[config.mk]
export PLATFORM = sky130hd
export DESIGN_NAME = calendar_time_counter_core_flat
export DESIGN_NICKNAME = d
export VERILOG_FILES = /design/src/ctc_pkg.sv /design/src/ctc_if.sv /design/src/calendar_time_counter_core.sv /design/src/ctc_in_reg.sv /design/src/ctc_next_time.sv /design/src/flat_wrapper.sv
export SDC_FILE = /design/constraint.sdc
export NUM_CORES = 1
export LEC_CHECK = 0
export BUFFER_PORTS_ARGS = -buffer_cell sky130_fd_sc_hd__buf_2
export CORE_ASPECT_RATIO = 0.7
export CORE_MARGIN = 4
export CORE_UTILIZATION = 39
export CTS_CLUSTER_SIZE = 30
export DETAILED_ROUTE_END_ITERATION = 10
export PLACE_DENSITY = 0.54
export SLEW_MARGIN = 30
export SYNTH_ARGS = -nofsm -noshare
export SYNTH_HDL_FRONTEND = slang
export SYNTH_SLANG_ARGS = --single-unit
[constraint.sdc]
create_clock -name clk -period 3.38 [get_ports clk]
set_clock_uncertainty 0.2 [all_clocks]
set_input_delay 0 -clock clk [delete_from_list [all_inputs] [get_ports clk]]
set_output_delay 0 -clock clk [all_outputs]
set_load 0.01 [all_outputs]
[src/ctc_pkg.sv]
// Package with types, command codes and calendar helpers for the time counter.
package ctc_pkg;

  typedef enum logic [1:0] {
    CMD_TICK  = 2'd0,
    CMD_LOAD  = 2'd1,
    CMD_CLEAR = 2'd2
  } cmd_t;

  typedef struct packed {
    logic [3:0] month;
    logic [4:0] day;
    logic [4:0] hour;
    logic [5:0] minute;
    logic [5:0] second;
  } time_t;

  typedef struct packed {
    logic [1:0] command;
    time_t      load_time;
  } item_t;

  localparam logic [3:0] MONTH_RESET = 4'd1;
  localparam logic [4:0] DAY_RESET   = 5'd1;
  localparam logic [3:0] MONTH_LAST  = 4'd12;
  localparam logic [4:0] HOUR_LAST   = 5'd23;
  localparam logic [5:0] MINUTE_LAST = 6'd59;
  localparam logic [5:0] SECOND_LAST = 6'd59;

  localparam time_t TIME_RESET = '{month: MONTH_RESET, day: DAY_RESET,
                                   hour: '0, minute: '0, second: '0};

  function automatic logic [4:0] month_length(input logic [3:0] m);
    logic [4:0] len;
    len = 5'd31;
    if (m == 4'd2) begin
      len = 5'd28;
    end else if (m == 4'd4 || m == 4'd6 || m == 4'd9 || m == 4'd11) begin
      len = 5'd30;
    end
    return len;
  endfunction

  function automatic logic time_in_range(input time_t t);
    return (t.month != '0) && (t.month <= MONTH_LAST) && (t.day != '0) &&
           (t.hour <= HOUR_LAST) && (t.minute <= MINUTE_LAST) &&
           (t.second <= SECOND_LAST);
  endfunction

endpackage

[src/ctc_if.sv]
// Valid/ready channel interfaces for commands and results of the time counter.
interface ctc_in_if;
  logic       valid;
  logic       ready;
  logic [1:0] command;
  logic [3:0] load_month;
  logic [4:0] load_day;
  logic [4:0] load_hour;
  logic [5:0] load_minute;
  logic [5:0] load_second;

  modport source (output valid, command, load_month, load_day, load_hour,
                  load_minute, load_second, input ready);
  modport sink (input valid, command, load_month, load_day, load_hour,
                load_minute, load_second, output ready);
  modport mon (input valid, ready, command, load_month, load_day, load_hour,
               load_minute, load_second);
endinterface

interface ctc_out_if;
  logic       valid;
  logic       ready;
  logic [3:0] month_out;
  logic [4:0] day_out;
  logic [4:0] hour_out;
  logic [5:0] minute_out;
  logic [5:0] second_out;
  logic       time_valid;

  modport source (output valid, month_out, day_out, hour_out, minute_out,
                  second_out, time_valid, input ready);
  modport sink (input valid, month_out, day_out, hour_out, minute_out,
                second_out, time_valid, output ready);
  modport mon (input valid, ready, month_out, day_out, hour_out, minute_out,
               second_out, time_valid);
endinterface

[src/calendar_time_counter_core.sv]
// Top level of the month/day/hour/minute/second calendar time counter.
// An accepted command transaction passes through the input register and then
// the result register. Throughput: one transaction per cycle while the result
// side does not stall; each register holds one item, and the next-time logic
// between them is combinational. Reset (synchronous, rst_n low) empties both
// stages and sets January 1, 00:00:00.
module calendar_time_counter_core
  import ctc_pkg::*;
(
  input logic clk,
  input logic rst_n,
  ctc_in_if.sink    in_ch,
  ctc_out_if.source out_ch
);

  // The command transaction is first captured in the input register. In the
  // following cycle the next-time logic reads that item and the current time,
  // and the new time is written both to the time state and to the result
  // register in one step. Both happen only when the result register is free
  // or being emptied, so a stalled result never loses or repeats an update.

  item_t in_item;
  item_t item;
  logic  item_valid;
  logic  advance;

  time_t time_r, time_nxt;
  logic  out_valid_r, out_valid_nxt;
  time_t out_time_r;
  logic  out_ok_r;

  assign in_item.command          = in_ch.command;
  assign in_item.load_time.month  = in_ch.load_month;
  assign in_item.load_time.day    = in_ch.load_day;
  assign in_item.load_time.hour   = in_ch.load_hour;
  assign in_item.load_time.minute = in_ch.load_minute;
  assign in_item.load_time.second = in_ch.load_second;

  // The result register can take a new item when it is empty or is being
  // read in this cycle.
  assign advance = !out_valid_r || out_ch.ready;

  ctc_in_reg u_in_reg (
    .clk        (clk),
    .rst_n      (rst_n),
    .in_valid   (in_ch.valid),
    .in_ready   (in_ch.ready),
    .in_item    (in_item),
    .advance    (advance),
    .item_valid (item_valid),
    .item       (item)
  );

  ctc_next_time u_next_time (
    .cur  (time_r),
    .item (item),
    .nxt  (time_nxt)
  );

  // The result register fills from a held item and drains when the sink
  // takes it; otherwise it keeps what it shows.
  always_comb begin
    out_valid_nxt = out_valid_r;
    if (advance) begin
      out_valid_nxt = item_valid;
    end
  end

  // The time state is control state: reset puts the calendar at January 1.
  always_ff @(posedge clk) begin
    if (!rst_n) begin
      time_r      <= TIME_RESET;
      out_valid_r <= 1'b0;
    end else begin
      out_valid_r <= out_valid_nxt;
      if (advance && item_valid) begin
        time_r <= time_nxt;
      end
    end
  end

  // The result payload needs no reset since it is qualified by its valid.
  always_ff @(posedge clk) begin
    if (advance && item_valid) begin
      out_time_r <= time_nxt;
      out_ok_r   <= time_in_range(time_nxt);
    end
  end

  assign out_ch.valid      = out_valid_r;
  assign out_ch.month_out  = out_time_r.month;
  assign out_ch.day_out    = out_time_r.day;
  assign out_ch.hour_out   = out_time_r.hour;
  assign out_ch.minute_out = out_time_r.minute;
  assign out_ch.second_out = out_time_r.second;
  assign out_ch.time_valid = out_ok_r;

endmodule

[src/ctc_in_reg.sv]
// Input register: takes one command transaction per cycle unless stalled.
module ctc_in_reg
  import ctc_pkg::*;
(
  input  logic  clk,
  input  logic  rst_n,
  input  logic  in_valid,
  output logic  in_ready,
  input  item_t in_item,
  input  logic  advance,
  output logic  item_valid,
  output item_t item
);

  logic  valid_r, valid_nxt;
  item_t item_r;

  // The stage refills whenever it is empty or its item moves on this cycle.
  assign in_ready  = !valid_r || advance;
  assign valid_nxt = in_ready ? in_valid : valid_r;

  always_ff @(posedge clk) begin
    if (!rst_n) begin
      valid_r <= 1'b0;
    end else begin
      valid_r <= valid_nxt;
    end
  end

  always_ff @(posedge clk) begin
    if (in_ready && in_valid) begin
      item_r <= in_item;
    end
  end

  assign item_valid = valid_r;
  assign item       = item_r;

endmodule

[src/ctc_next_time.sv]
// Next-time logic: tick with carries, load, clear; other codes hold time.
module ctc_next_time
  import ctc_pkg::*;
(
  input  time_t cur,
  input  item_t item,
  output time_t nxt
);

  time_t      ticked;
  logic [4:0] len;

  assign len = month_length(cur.month);

  always_comb begin
    ticked = cur;
    if (time_in_range(cur)) begin
      if (cur.second != SECOND_LAST) begin
        ticked.second = cur.second + 6'd1;
      end else begin
        ticked.second = '0;
        if (cur.minute != MINUTE_LAST) begin
          ticked.minute = cur.minute + 6'd1;
        end else begin
          ticked.minute = '0;
          if (cur.hour != HOUR_LAST) begin
            ticked.hour = cur.hour + 5'd1;
          end else begin
            ticked.hour = '0;
            // A day past the end of its month holds and the month stays.
            if (cur.day == len) begin
              ticked.day   = DAY_RESET;
              ticked.month = (cur.month == MONTH_LAST) ? MONTH_RESET
                                                       : cur.month + 4'd1;
            end else if (cur.day < len) begin
              ticked.day = cur.day + 5'd1;
            end
          end
        end
      end
    end
  end

  always_comb begin
    unique case (cmd_t'(item.command))
      CMD_TICK:  nxt = ticked;
      CMD_LOAD:  nxt = item.load_time;
      CMD_CLEAR: nxt = TIME_RESET;
      default:   nxt = cur;
    endcase
  end

endmodule

[src/flat_wrapper.sv]
// flat-port wrapper written by rule: the top's interface ports become plain ports
module calendar_time_counter_core_flat import ctc_pkg::*;
  (clk, rst_n, in_ch_valid, in_ch_command, in_ch_load_month, in_ch_load_day, in_ch_load_hour, in_ch_load_minute, in_ch_load_second, in_ch_ready, out_ch_valid, out_ch_month_out, out_ch_day_out, out_ch_hour_out, out_ch_minute_out, out_ch_second_out, out_ch_time_valid, out_ch_ready);
  ctc_in_if in_ch_i ();
  ctc_out_if out_ch_i ();
  input logic clk;
  input logic rst_n;
  input wire logic [$bits(in_ch_i.valid)-1:0] in_ch_valid;
  input wire logic [$bits(in_ch_i.command)-1:0] in_ch_command;
  input wire logic [$bits(in_ch_i.load_month)-1:0] in_ch_load_month;
  input wire logic [$bits(in_ch_i.load_day)-1:0] in_ch_load_day;
  input wire logic [$bits(in_ch_i.load_hour)-1:0] in_ch_load_hour;
  input wire logic [$bits(in_ch_i.load_minute)-1:0] in_ch_load_minute;
  input wire logic [$bits(in_ch_i.load_second)-1:0] in_ch_load_second;
  output wire logic [$bits(in_ch_i.ready)-1:0] in_ch_ready;
  output wire logic [$bits(out_ch_i.valid)-1:0] out_ch_valid;
  output wire logic [$bits(out_ch_i.month_out)-1:0] out_ch_month_out;
  output wire logic [$bits(out_ch_i.day_out)-1:0] out_ch_day_out;
  output wire logic [$bits(out_ch_i.hour_out)-1:0] out_ch_hour_out;
  output wire logic [$bits(out_ch_i.minute_out)-1:0] out_ch_minute_out;
  output wire logic [$bits(out_ch_i.second_out)-1:0] out_ch_second_out;
  output wire logic [$bits(out_ch_i.time_valid)-1:0] out_ch_time_valid;
  input wire logic [$bits(out_ch_i.ready)-1:0] out_ch_ready;
  assign in_ch_i.valid = in_ch_valid;
  assign in_ch_i.command = in_ch_command;
  assign in_ch_i.load_month = in_ch_load_month;
  assign in_ch_i.load_day = in_ch_load_day;
  assign in_ch_i.load_hour = in_ch_load_hour;
  assign in_ch_i.load_minute = in_ch_load_minute;
  assign in_ch_i.load_second = in_ch_load_second;
  assign in_ch_ready = in_ch_i.ready;
  assign out_ch_valid = out_ch_i.valid;
  assign out_ch_month_out = out_ch_i.month_out;
  assign out_ch_day_out = out_ch_i.day_out;
  assign out_ch_hour_out = out_ch_i.hour_out;
  assign out_ch_minute_out = out_ch_i.minute_out;
  assign out_ch_second_out = out_ch_i.second_out;
  assign out_ch_time_valid = out_ch_i.time_valid;
  assign out_ch_i.ready = out_ch_ready;
  calendar_time_counter_core u_core (.clk(clk), .rst_n(rst_n), .in_ch(in_ch_i), .out_ch(out_ch_i));
endmodule
==> metrics.cfg, run 1 <==
[die]
rows = 31
die_w_um = 133.0
start_util_pct = 40.59
core_um2 = 10510
io_pins = 61
fp.dieH_um = 95.51
dieArea_um2 = 12700

[logic_synthesis]
ys_ff_latch = 83
syn_area_per_cell_um2 = 10.06
syn_area_um2 = 4267
synthCells = 424
synth-edff-count = 55
synth.yosys.seq_area_share_pct = 51.85
yosys_warnings = 0
yosys.cell_types.count = 65
synthArstFlopShare_pct = 0
dominantRegCellSynth = edfxtp_1
syn-num-nets = 467

[global_routing]
track_usage_pct = 20.64
grt_pass1_vias = 3458
antenna_found_initial = 0
grt_max_degree = 29
grt_overflow_total = 0
grt_pass1_wl_um = 19870

[sta]
final_max_slew_viol_count = 0
rsz0062_at_grt = false
fin_ws_ns = 0.2056
slew_headroom_pct = 38.41
max_freq_ghz = 0.3150
min_period_over_period_pct = 93.92
final-hold-violation-count = 0
tightest_slew_ns = 0.9228
fin_crit_ns = 3.174
setup_viol_count_final = 0
whs_ns = 0.1599
finalSetupTns_ns = 0

[final_layout]
antennaDiodeCount = 0
area_growth_pct = 30.12
post-route-util_pct = 52.82
drive_gt1_share_pct = 23.93
finalNonFillerCells = 687
final_common_cell = buf_2
fillers = 943
most-common-layout-cells = buf_2, edfxtp_1, nor2_1
nNetsFinal = 577

[setup_path]
slowest_stage = and3_1
crit_path_max_fanout = 10
worst-endpoint-required_ns = 3.35
cp-start-kind = flip-flop
end_kind = flip-flop
crit_chain = inv_1 > ha_1 > and3b_1 > a21oi_2 > buf_4 > and3_1 > nand3_2 > o311a_1 > nand2b_1 > o2bb2ai_1 > nor4_2
cp.arrival_ns = 3.15
critPathMaxStageDelay_ns = 0.43
crit_type = reg -> reg

[drt]
route.met2.wl_um = 4692
drt_pass1_iterations = 5
ant_nets = 0
viasPerCell = 5.565
highest_layer = met4
drt-initial-drc-count = 354
drc_errors = 0
detail_route.wl_per_cell_um = 18.51
via_count = 3823
wl_met1_um = 6321
drt_wl_total_um = 12720
wl_met3_um = 1569

[placed_design]
finalWeightedCongestion = 0.9760
dp.cells = 639
port_buffers = 60
dp_hpwl_um = 9024
pre_cts_ws_ns = 0.1124

[clock_tree]
cts-buffers-inserted = 9
cts.clk_slew.worst_paths_ns = 0.07
clk_path_buf_depth = 2
clock_latency_ns = 0.34
cts_tree = built
cts.sinks = 83
cts_root_buffer = clkbuf_16
htree_levels = 3

[power]
p_leak_nw = 2.228
powerDensity_nw_per_um2 = 474.5
vdd_ir_drop_max_v = 0.0002647

[run]
cap_viol_max_count = 0

[status]
status = finished clean

[worst_hold_path]
worstHoldPathType = in -> reg

layer usage:
metal  global-route usage [%]  vias up
met2                    25.42      209
met5                        0        -
li1                         -     1820
met3                    8.386       13
met1                    31.99     1781
met4                    5.709        0
state kept, by name, summed over array words and instances, names as in the netlist:
| name | cells |
|---|---|
| u_core.out_ch.day_out | 5 |
| u_core.out_ch.second_out | 6 |
| u_core.u_in_reg.item_valid | 1 |
| u_core.out_ch.valid | 1 |
| u_core.u_in_reg.item | 28 |
| u_core.time_r | 26 |
| u_core.out_ch.minute_out | 6 |
| u_core.out_ch.time_valid | 1 |
| u_core.out_ch.month_out | 4 |
| u_core.out_ch.hour_out | 5 |
cells in the mapped netlist, types with 8 or more instances:
| cell | count | area (um^2) |
|---|---|---|
| a21oi_1 | 8 | 40.04 |
| and3_1 | 10 | 62.56 |
| clkbuf_1 | 15 | 56.30 |
| edfxtp_1 | 55 | 1652 |
| ha_1 | 11 | 137.6 |
| a31oi_1 | 9 | 56.30 |
| a211oi_1 | 10 | 75.07 |
| nor3_1 | 18 | 90.09 |
| nor2_1 | 47 | 176.4 |
| o21ai_0 | 20 | 100.1 |
| nor4_1 | 9 | 56.30 |
| nand3_1 | 19 | 95.09 |
| dfxtp_1 | 28 | 560.5 |
| nand4_1 | 8 | 50.05 |
| inv_1 | 18 | 67.56 |
| nand2_1 | 37 | 138.9 |
final cells by class:
class / count / area [um^2] / area share (%)
Sequential cell: 83 / 2212 / 39.85
Tap cell: 148 / 185.2 / 3.336
Clock buffer: 9 / 225.2 / 4.057
Multi-Input combinational cell: 298 / 1891 / 34.05
Clock inverter: 7 / 110.1 / 1.983
Inverter: 18 / 67.56 / 1.217
Timing Repair Buffer: 124 / 860.8 / 15.51
stage by stage:
step | power, W | cell area (um^2)
2_1_floorplan | 0.001387 | 4267
3_3_place_gp | 0.001525 | 4876
3_5_place_dp | 0.001526 | 4876
4_1_cts | 0.002646 | 5532
5_1_grt | 0.002741 | 5552
6_report | 0.002634 | 5552
path summary, 6_finish.rpt:
kind / to / startpoint / depth (start not counted) / slack (ns)
setup / recovery: u_core.out_ch.time_valid$_DFFE_PP_ / u_core.time_r[22]$_SDFFE_PN1P_ / 11 / 0.21
hold / removal: u_core.u_in_reg.item[17]$_DFFE_PP_ / in_ch_load_day[0] / 2 / 0.16
setup reg to reg: u_core.out_ch.time_valid$_DFFE_PP_ / u_core.time_r[22]$_SDFFE_PN1P_ / 11 / 0.21
hold reg to reg: u_core.out_ch.valid$_SDFFE_PN0P_ / u_core.u_in_reg.item_valid$_SDFFE_PN0N_ / 2 / 0.32
power by group:
part	switching [W]	total (W)	leakage [nW]	internal [W]
logic	0.000200	0.000348	1.31	0.000148
registers	0.0000456	0.00119	0.762	0.00115
clock network	0.000432	0.00109	0.159	0.000660
total	0.000677	0.00263	2.23	0.00196
worst max-delay path: cells and delay by family, from the launching register on:
kind,cells,cell delay (ns)
and+or+nand+nor,5,1.26
AOI/OAI and AO/OA,3,0.62
DFF,1,0.37
buffers and inverters,2,0.28
adders and majority gates,1,0.28
kinds of logic after synthesis:
| logic type | Yosys count | synth area share, % |
|---|---|---|
| adders and majority gates | 11 | 3.226 |
| DFF | 83 | 51.85 |
| buffers and inverters | 43 | 4.311 |
| AOI/OAI and AO/OA | 94 | 15.87 |
| muxes | 7 | 1.759 |
| and+or+nand+nor | 186 | 22.99 |
timing repair:
item / 4_1_cts / 5_1_grt
buffers inserted: 0 / 0
setup endpoints to repair: 0 / 2
endpoints found under the hold margin: 34 / 0
gates resized for setup: 0 / 8
hold buffers: 32 / 0
(Power assumes the default switching activity.)
==> inputs of run 2 (changes only) <==
--- a/config.mk
+++ b/config.mk
@@ -15,4 +15,5 @@
 export SLEW_MARGIN = 30
 export SYNTH_ARGS = -nofsm -noshare
 export SYNTH_HDL_FRONTEND = slang
+export SYNTH_HIERARCHICAL = 1
 export SYNTH_SLANG_ARGS = --single-unit
==> run 2 against run 1 <==
Net effect:
- final cell count shrank 0.29%
- synthesized cell count shrank 3.1%
- die area grew 2.0%
- total power shrank 5.5%
- worst hold slack gained 0.0069 ns
- synthesized area grew 2.2%
- global-route usage grew 0.23 points
- final area grew 2.7%
- first-iteration DRC count grew 4.8%
- maximum frequency shrank 1.9%
==> metrics.cfg, run 2 <==
[drt]
via_count = 3866  ; +1.1%
viasPerCell = 5.644  ; +1.4%
drt_wl_total_um = 13060  ; +2.7%
detail_route.wl_per_cell_um = 19.07  ; +3.0%
ant_nets = 0  ; unchanged
drt_pass1_iterations = 5  ; unchanged
drc_errors = 0  ; unchanged
drt-initial-drc-count = 371  ; +4.8%

[power]
vdd_ir_drop_max_v = 0.0002882  ; +8.9%
p_leak_nw = 2.211  ; -0.73%
powerDensity_nw_per_um2 = 436.1  ; -8.1%

[final_layout]
area_growth_pct = 30.86
post-route-util_pct = 53.67  ; +0.86 points
fillers = 959  ; +1.7%
fin_area_um2 = 5704  ; +2.7%
nNetsFinal = 575  ; -0.35%
largest_register_ffs = 28  ; unchanged
antennaDiodeCount = 0  ; unchanged
layout.area.seq_um2 = 2217  ; +0.23%
final_common_cell = buf_2
multiInputGateArea_um2 = 1981  ; +4.8%
drive_gt1_share_pct = 27.00  ; +3.1 points
most-common-layout-cells = buf_2, edfxtp_1, nand3_1

[sta]
fin_crit_ns = 3.236  ; +0.06142 ns
setup_viol_count_final = 0  ; unchanged
rsz0062_at_grt = false
max_freq_ghz = 0.3090  ; -1.9%
min_period_over_period_pct = 95.73  ; +1.8 points
final-hold-violation-count = 0  ; unchanged
final_max_slew_viol_count = 0  ; unchanged
slew_headroom_pct = 57.77  ; +19 points
tightest_slew_ns = 0.6320  ; -0.2907 ns
finalSetupTns_ns = 0  ; unchanged

[die]
core_um2 = 10630  ; +1.1%
rows = 31  ; unchanged
dieArea_um2 = 12960  ; +2.0%
start_util_pct = 41.02  ; +0.43 points
fp.dieH_um = 96.46  ; +0.99%
io_pins = 61  ; unchanged
die_w_um = 134.4  ; +1.0%

[run]
cap_viol_max_count = 0  ; unchanged

[logic_synthesis]
synth_most_common_cell = edfxtp_1
syn-num-nets = 454  ; -2.8%
syn_area_per_cell_um2 = 10.61  ; +5.4%
synthTopCellsByArea = edfxtp_1, dfxtp_1, nand3_1
dominantRegCellSynth = edfxtp_1
synthCells = 411  ; -3.1%
syn_area_um2 = 4359  ; +2.2%
synth_common_cells = edfxtp_1, nand3_1, dfxtp_1, o21ai_0, nand2_1
yosys_warnings = 6  ; +6
synth_top_cell_area_share_pct = 37.89  ; -0.82 points
yosys.cell_types.count = 64  ; -1.5%
synthArstFlopShare_pct = 0  ; unchanged
synth.yosys.seq_area_share_pct = 50.75  ; -1.1 points
synth-edff-count = 55  ; unchanged
ys_ff_latch = 83  ; unchanged
yosysTopAreaCell = edfxtp_1

[global_routing]
grt_pass1_wl_um = 20540  ; +3.4%
antenna_found_initial = 0  ; unchanged
grt_overflow_total = 0  ; unchanged
grt_max_degree = 29  ; unchanged
grt_pass1_vias = 3628  ; +4.9%
track_usage_pct = 20.87  ; +0.23 points

[clock_tree]
clk_path_buf_depth = 2  ; unchanged
cts_root_buffer = clkbuf_16
cts.sinks = 83  ; unchanged
postCtsSetupRepairBufs = 0  ; unchanged
cts_tree = built
cts.clk_slew.worst_paths_ns = 0.06  ; about the same
clock_latency_ns = 0.34  ; about the same
htree_levels = 3  ; unchanged
cts-buffers-inserted = 9  ; unchanged

[placed_design]
port_buffers = 60  ; unchanged
finalWeightedCongestion = 0.9482  ; -2.8%
post_dp_cell_area_um2 = 5040  ; +3.4%
dp_hpwl_um = 8756  ; -3.0%

[setup_path]
cp.arrival_ns = 3.13  ; -0.02 ns
end_kind = flip-flop
crit_path_max_fanout = 4  ; -6
worst-endpoint-required_ns = 3.27  ; -0.08 ns
crit_type = reg -> reg
rrSetupSlack_ns = 0.14  ; -0.06 ns
cp-start-kind = flip-flop

[worst_hold_path]
worstHoldPathType = in -> reg

[status]
status = finished clean

run 2: timing repair:
item                                    4_1_cts  5_1_grt
gates resized for setup                       0       11
endpoints found under the hold margin        51        0
hold buffers                                 31        0
endpoints found under the setup margin        0        2
run 2: logic make-up after synthesis:
group                      after synthesis  synth area share (%)
muxes                                   20                 4.650
DFF                                     83                 50.75
buffers and inverters                   38                 4.592
AOI/OAI and AO/OA                      119                 17.80
xor gates and xnor gates                 4                0.8038
adders and majority gates               11                 3.157
and+or+nand+nor                        136                 18.25
run 2: final timing paths:
check	cells past startpoint	to	start
worst max-delay path	9	u_core/out_ch.time_valid$_DFFE_PP_	u_core/time_r[7]$_SDFFE_PN0P_
worst min-delay path	2	u_core/u_in_reg/item[26]$_DFFE_PP_	in_ch_command[0]
worst max register to register	9	u_core/out_ch.time_valid$_DFFE_PP_	u_core/time_r[7]$_SDFFE_PN0P_
worst min register to register	2	u_core/time_r[23]$_SDFFE_PN0P_	u_core/time_r[23]$_SDFFE_PN0P_
run 2: report_power, final:
| part | internal, W | switching, W | total (W) |
|---|---|---|---|
| Combinational | 0.000125 | 0.000161 | 0.000287 |
| Clock | 0.000645 | 0.000394 | 0.00104 |
| Sequential | 0.00114 | 0.0000274 | 0.00116 |
run 2: per-stage QoR:
stage	total power [W]	instances	setup WS, ns	hold WS [ns]
2_1_floorplan	0.001322	411	0.08707	-0.1011
3_3_place_gp	0.001435	638	0.09724	-0.02398
3_5_place_dp	0.001438	638	0.05245	-0.02190
4_1_cts	0.002509	685	0.03810	0.1541
5_1_grt	0.002585	685	0.01349	0.1586
6_report	0.002488	685	0.1442	0.1668
run 2: area by class of cell:
cell class,count,area share [%]
Sequential cell,83,38.87
Clock inverter,7,1.623
Tap cell,148,3.246
Inverter,12,0.9651
Multi-Input combinational cell,290,34.72
Clock buffer,9,3.948
Timing Repair Buffer,136,16.63
run 2: per-layer routing:
layer | GRT usage, % | vias to the layer above | share of wire, %
li1 | - | 1829 | -
met1 | 31.83 | 1843 | 49
met2 | 28.26 | 174 | 40
met3 | 5.590 | 20 | 8.9
met4 | 6.864 | 0 | 1.7
met5 | 0 | - | 0
run 2: worst max-delay path, stage by stage, from the launching register on:
cell and delay (ns):
dfxtp_1 0.35, ha_2 0.23, nand3b_4 0.11, or4_4 0.54
or4_4 0.56, nor3_2 0.20, o22ai_1 0.12, or4_1 0.53
nor2_1 0.10, nor3_1 0.05
==> inputs of run 3 (changes only) <==
--- a/config.mk
+++ b/config.mk
@@ -11,7 +11,7 @@
 export CORE_UTILIZATION = 39
 export CTS_CLUSTER_SIZE = 30
 export DETAILED_ROUTE_END_ITERATION = 10
-export PLACE_DENSITY = 0.54
+export PLACE_DENSITY = 0.56
 export SLEW_MARGIN = 30
 export SYNTH_ARGS = -nofsm -noshare
 export SYNTH_HDL_FRONTEND = slang
==> constraint.sdc (replaced) <==
create_clock -name clk -period 2.8 [get_ports clk]
set_clock_uncertainty 0.2 [all_clocks]
set_input_delay 0 -clock clk [delete_from_list [all_inputs] [get_ports clk]]
set_output_delay 0 -clock clk [all_outputs]
set_load 0.01 [all_outputs]
==> run 3 against run 2 <==
Net effect:
- the run now ends with negative setup slack left
- wire length is 8.8% higher
- global-route usage grew 1.3 points
- die area stayed put
- maximum frequency grew 4.3%
- final cell count grew 6.6%
- sequential power rose by 21%
- total power grew 27%
==> metrics.cfg, run 3 (synthesized netlist as in run 2, its figures left out) <==
[status]
status = complete, but fails checks
violations = negative setup slack

[placed_design]
dp_hpwl_um = 9477  ; +8.2%
port_buffers = 60  ; unchanged
pre_cts_ws_ns = -0.3432  ; -0.3957 ns
dp.cells = 676  ; +6.0%
finalWeightedCongestion = 0.9642  ; +1.7%

[global_routing]
grt_pass1_wl_um = 21930  ; +6.8%
grt_max_degree = 29  ; unchanged
track_usage_pct = 22.16  ; +1.3 points
grt_overflow_total = 0  ; unchanged
antenna_found_initial = 0  ; unchanged
grt_pass1_vias = 3855  ; +6.3%

[sta]
final-hold-violation-count = 0  ; unchanged
rsz0062_at_grt = true
tightest_slew_ns = 0.6507  ; +0.01867 ns
finalSetupTns_ns = -0.6098  ; -0.6098 ns
slew_headroom_pct = 56.46  ; -1.3 points
setup_viol_count_final = 5  ; +5
fin_ws_ns = -0.3034  ; -0.4476 ns
min_period_over_period_pct = 110.8  ; +15 points
max_freq_ghz = 0.3222  ; +4.3%
final_max_slew_viol_count = 0  ; unchanged
fin_crit_ns = 3.103  ; -0.1324 ns

[setup_path]
crit_type = reg -> reg
crit_path_end = u_core/out_ch.time_valid$_DFFE_PP_
reg2reg_from = u_core/time_r[22]$_SDFFE_PN1P_
crit_path_max_fanout = 5  ; +1
cp-start-kind = flip-flop
critPathLaunch = u_core/time_r[22]$_SDFFE_PN1P_
reg2regPathDepth = 13  ; +4
end_kind = flip-flop
r2r_end = u_core/out_ch.time_valid$_DFFE_PP_
worst-endpoint-required_ns = 2.70  ; -0.57 ns
rrSetupSlack_ns = -0.30  ; -0.45 ns
cp.arrival_ns = 3.00  ; -0.13 ns

[power]
p_leak_nw = 2.483  ; +12%
powerDensity_nw_per_um2 = 497.5  ; +14%
vdd_ir_drop_max_v = 0.0004401  ; +53%

[drt]
detail_route.wl_per_cell_um = 19.48  ; +2.1%
drt_wl_total_um = 14220  ; +8.8%
viasPerCell = 5.618  ; -0.46%
drt_pass1_iterations = 5  ; unchanged
drc_errors = 0  ; unchanged
ant_nets = 0  ; unchanged
via_count = 4101  ; +6.1%
drt-initial-drc-count = 369  ; -0.54%

[final_layout]
antennaDiodeCount = 0  ; unchanged
fillers = 936  ; -2.4%
final_common_cell = buf_4
layout.area.seq_um2 = 2230  ; +0.56%
finalNonFillerCells = 730  ; +6.6%
area_growth_pct = 45.55
nNetsFinal = 620  ; +7.8%
drive_gt1_share_pct = 39.18  ; +12 points
most-common-layout-cells = buf_4, buf_2, edfxtp_1
largest_register_ffs = 28  ; unchanged
multiInputGateArea_um2 = 2228  ; +13%

[run]
cap_viol_max_count = 0  ; unchanged

[worst_hold_path]
worstHoldPathType = in -> reg

[clock_tree]
cts_tree = built
cts-buffers-inserted = 9  ; unchanged
cts.clk_slew.worst_paths_ns = 0.06  ; about the same
cts_root_buffer = clkbuf_16
htree_levels = 3  ; unchanged
clock_latency_ns = 0.34  ; about the same
cts.sinks = 83  ; unchanged
clk_path_buf_depth = 2  ; unchanged

[die]
rows = 31  ; unchanged
io_pins = 61  ; unchanged
die_w_um = 134.4  ; unchanged
dieArea_um2 = 12960  ; unchanged
start_util_pct = 41.02  ; unchanged
fp.dieH_um = 96.46  ; unchanged
core_um2 = 10630  ; unchanged

## run 3: how the worst min path moves through the flow
stage / start / endpoint / slack, ns / cells past startpoint
floorplan: in_ch_load_second[0] / u_core/u_in_reg/item[0]$_DFFE_PP_ / -0.10 / 0
global placement: in_ch_load_month[3] / u_core/u_in_reg/item[25]$_DFFE_PP_ / -0.02 / 1
detailed placement: in_ch_load_minute[0] / u_core/u_in_reg/item[6]$_DFFE_PP_ / -0.02 / 1
CTS: in_ch_load_hour[1] / u_core/u_in_reg/item[13]$_DFFE_PP_ / 0.15 / 2
global route: in_ch_load_day[0] / u_core/u_in_reg/item[17]$_DFFE_PP_ / 0.16 / 2
finish: in_ch_load_day[0] / u_core/u_in_reg/item[17]$_DFFE_PP_ / 0.16 / 2
## run 3: power by group
part / leakage [nW] / internal (W) / switching, W
Combinational: 1.56 / 0.000189 / 0.000224
Clock: 0.160 / 0.000871 / 0.000476
Sequential: 0.762 / 0.00137 / 0.0000289
Total: 2.48 / 0.00243 / 0.000729
## run 3: worst max-delay path, stage by stage, from the launching register on
cell and delay [ns]:
dfxtp_4 0.36, inv_2 0.08, ha_2 0.19, a21oi_2 0.03, nor2_1 0.10, a21oi_1 0.06
ha_2 0.37, nand3_4 0.11, buf_4 0.17, o311ai_2 0.31, o221ai_1 0.21, or4_4 0.55
nand2_1 0.08, nor3_1 0.05
## run 3: timing repair
action                                 in CTS  in global routing
pin swaps                                   3                 15
hold buffers                               31                  0
endpoints found under the hold margin      33                  0
buffers inserted                            0                  8
setup endpoints to repair                   7                 34
gates resized for setup                     6                 51
## run 3: per-stage QoR
step	hold slack [ns]	util [%]	total power (W)	area, um^2
after CTS	0.1514	57.02	0.003146	6060
final	0.1649	59.70	0.003156	6345
after floorplan	-0.1011	-	0.001596	4423
after global routing	0.1638	59.70	0.003273	6345
after global placement	-0.02415	50.65	0.001764	5383
after detailed placement	-0.02190	50.65	0.001769	5383
## run 3: area by class of cell
cell class	count	share of cell area (%)
sequential	83	35.14
inverter	12	0.9071
tap	148	2.919
multi-input combinational	290	35.12
clock buffer	11	3.668
timing repair buffer	181	20.63
clock inverter	5	1.617
## run 3: metal layers
metal / vias up / track usage, % / wire [um]
met5: - / 0 / 0
met4: 0 / 4.661 / 116
met3: 12 / 5.538 / 1241
met2: 197 / 30.98 / 5634
met1: 1982 / 34.31 / 7227
li1: 1910 / - / -
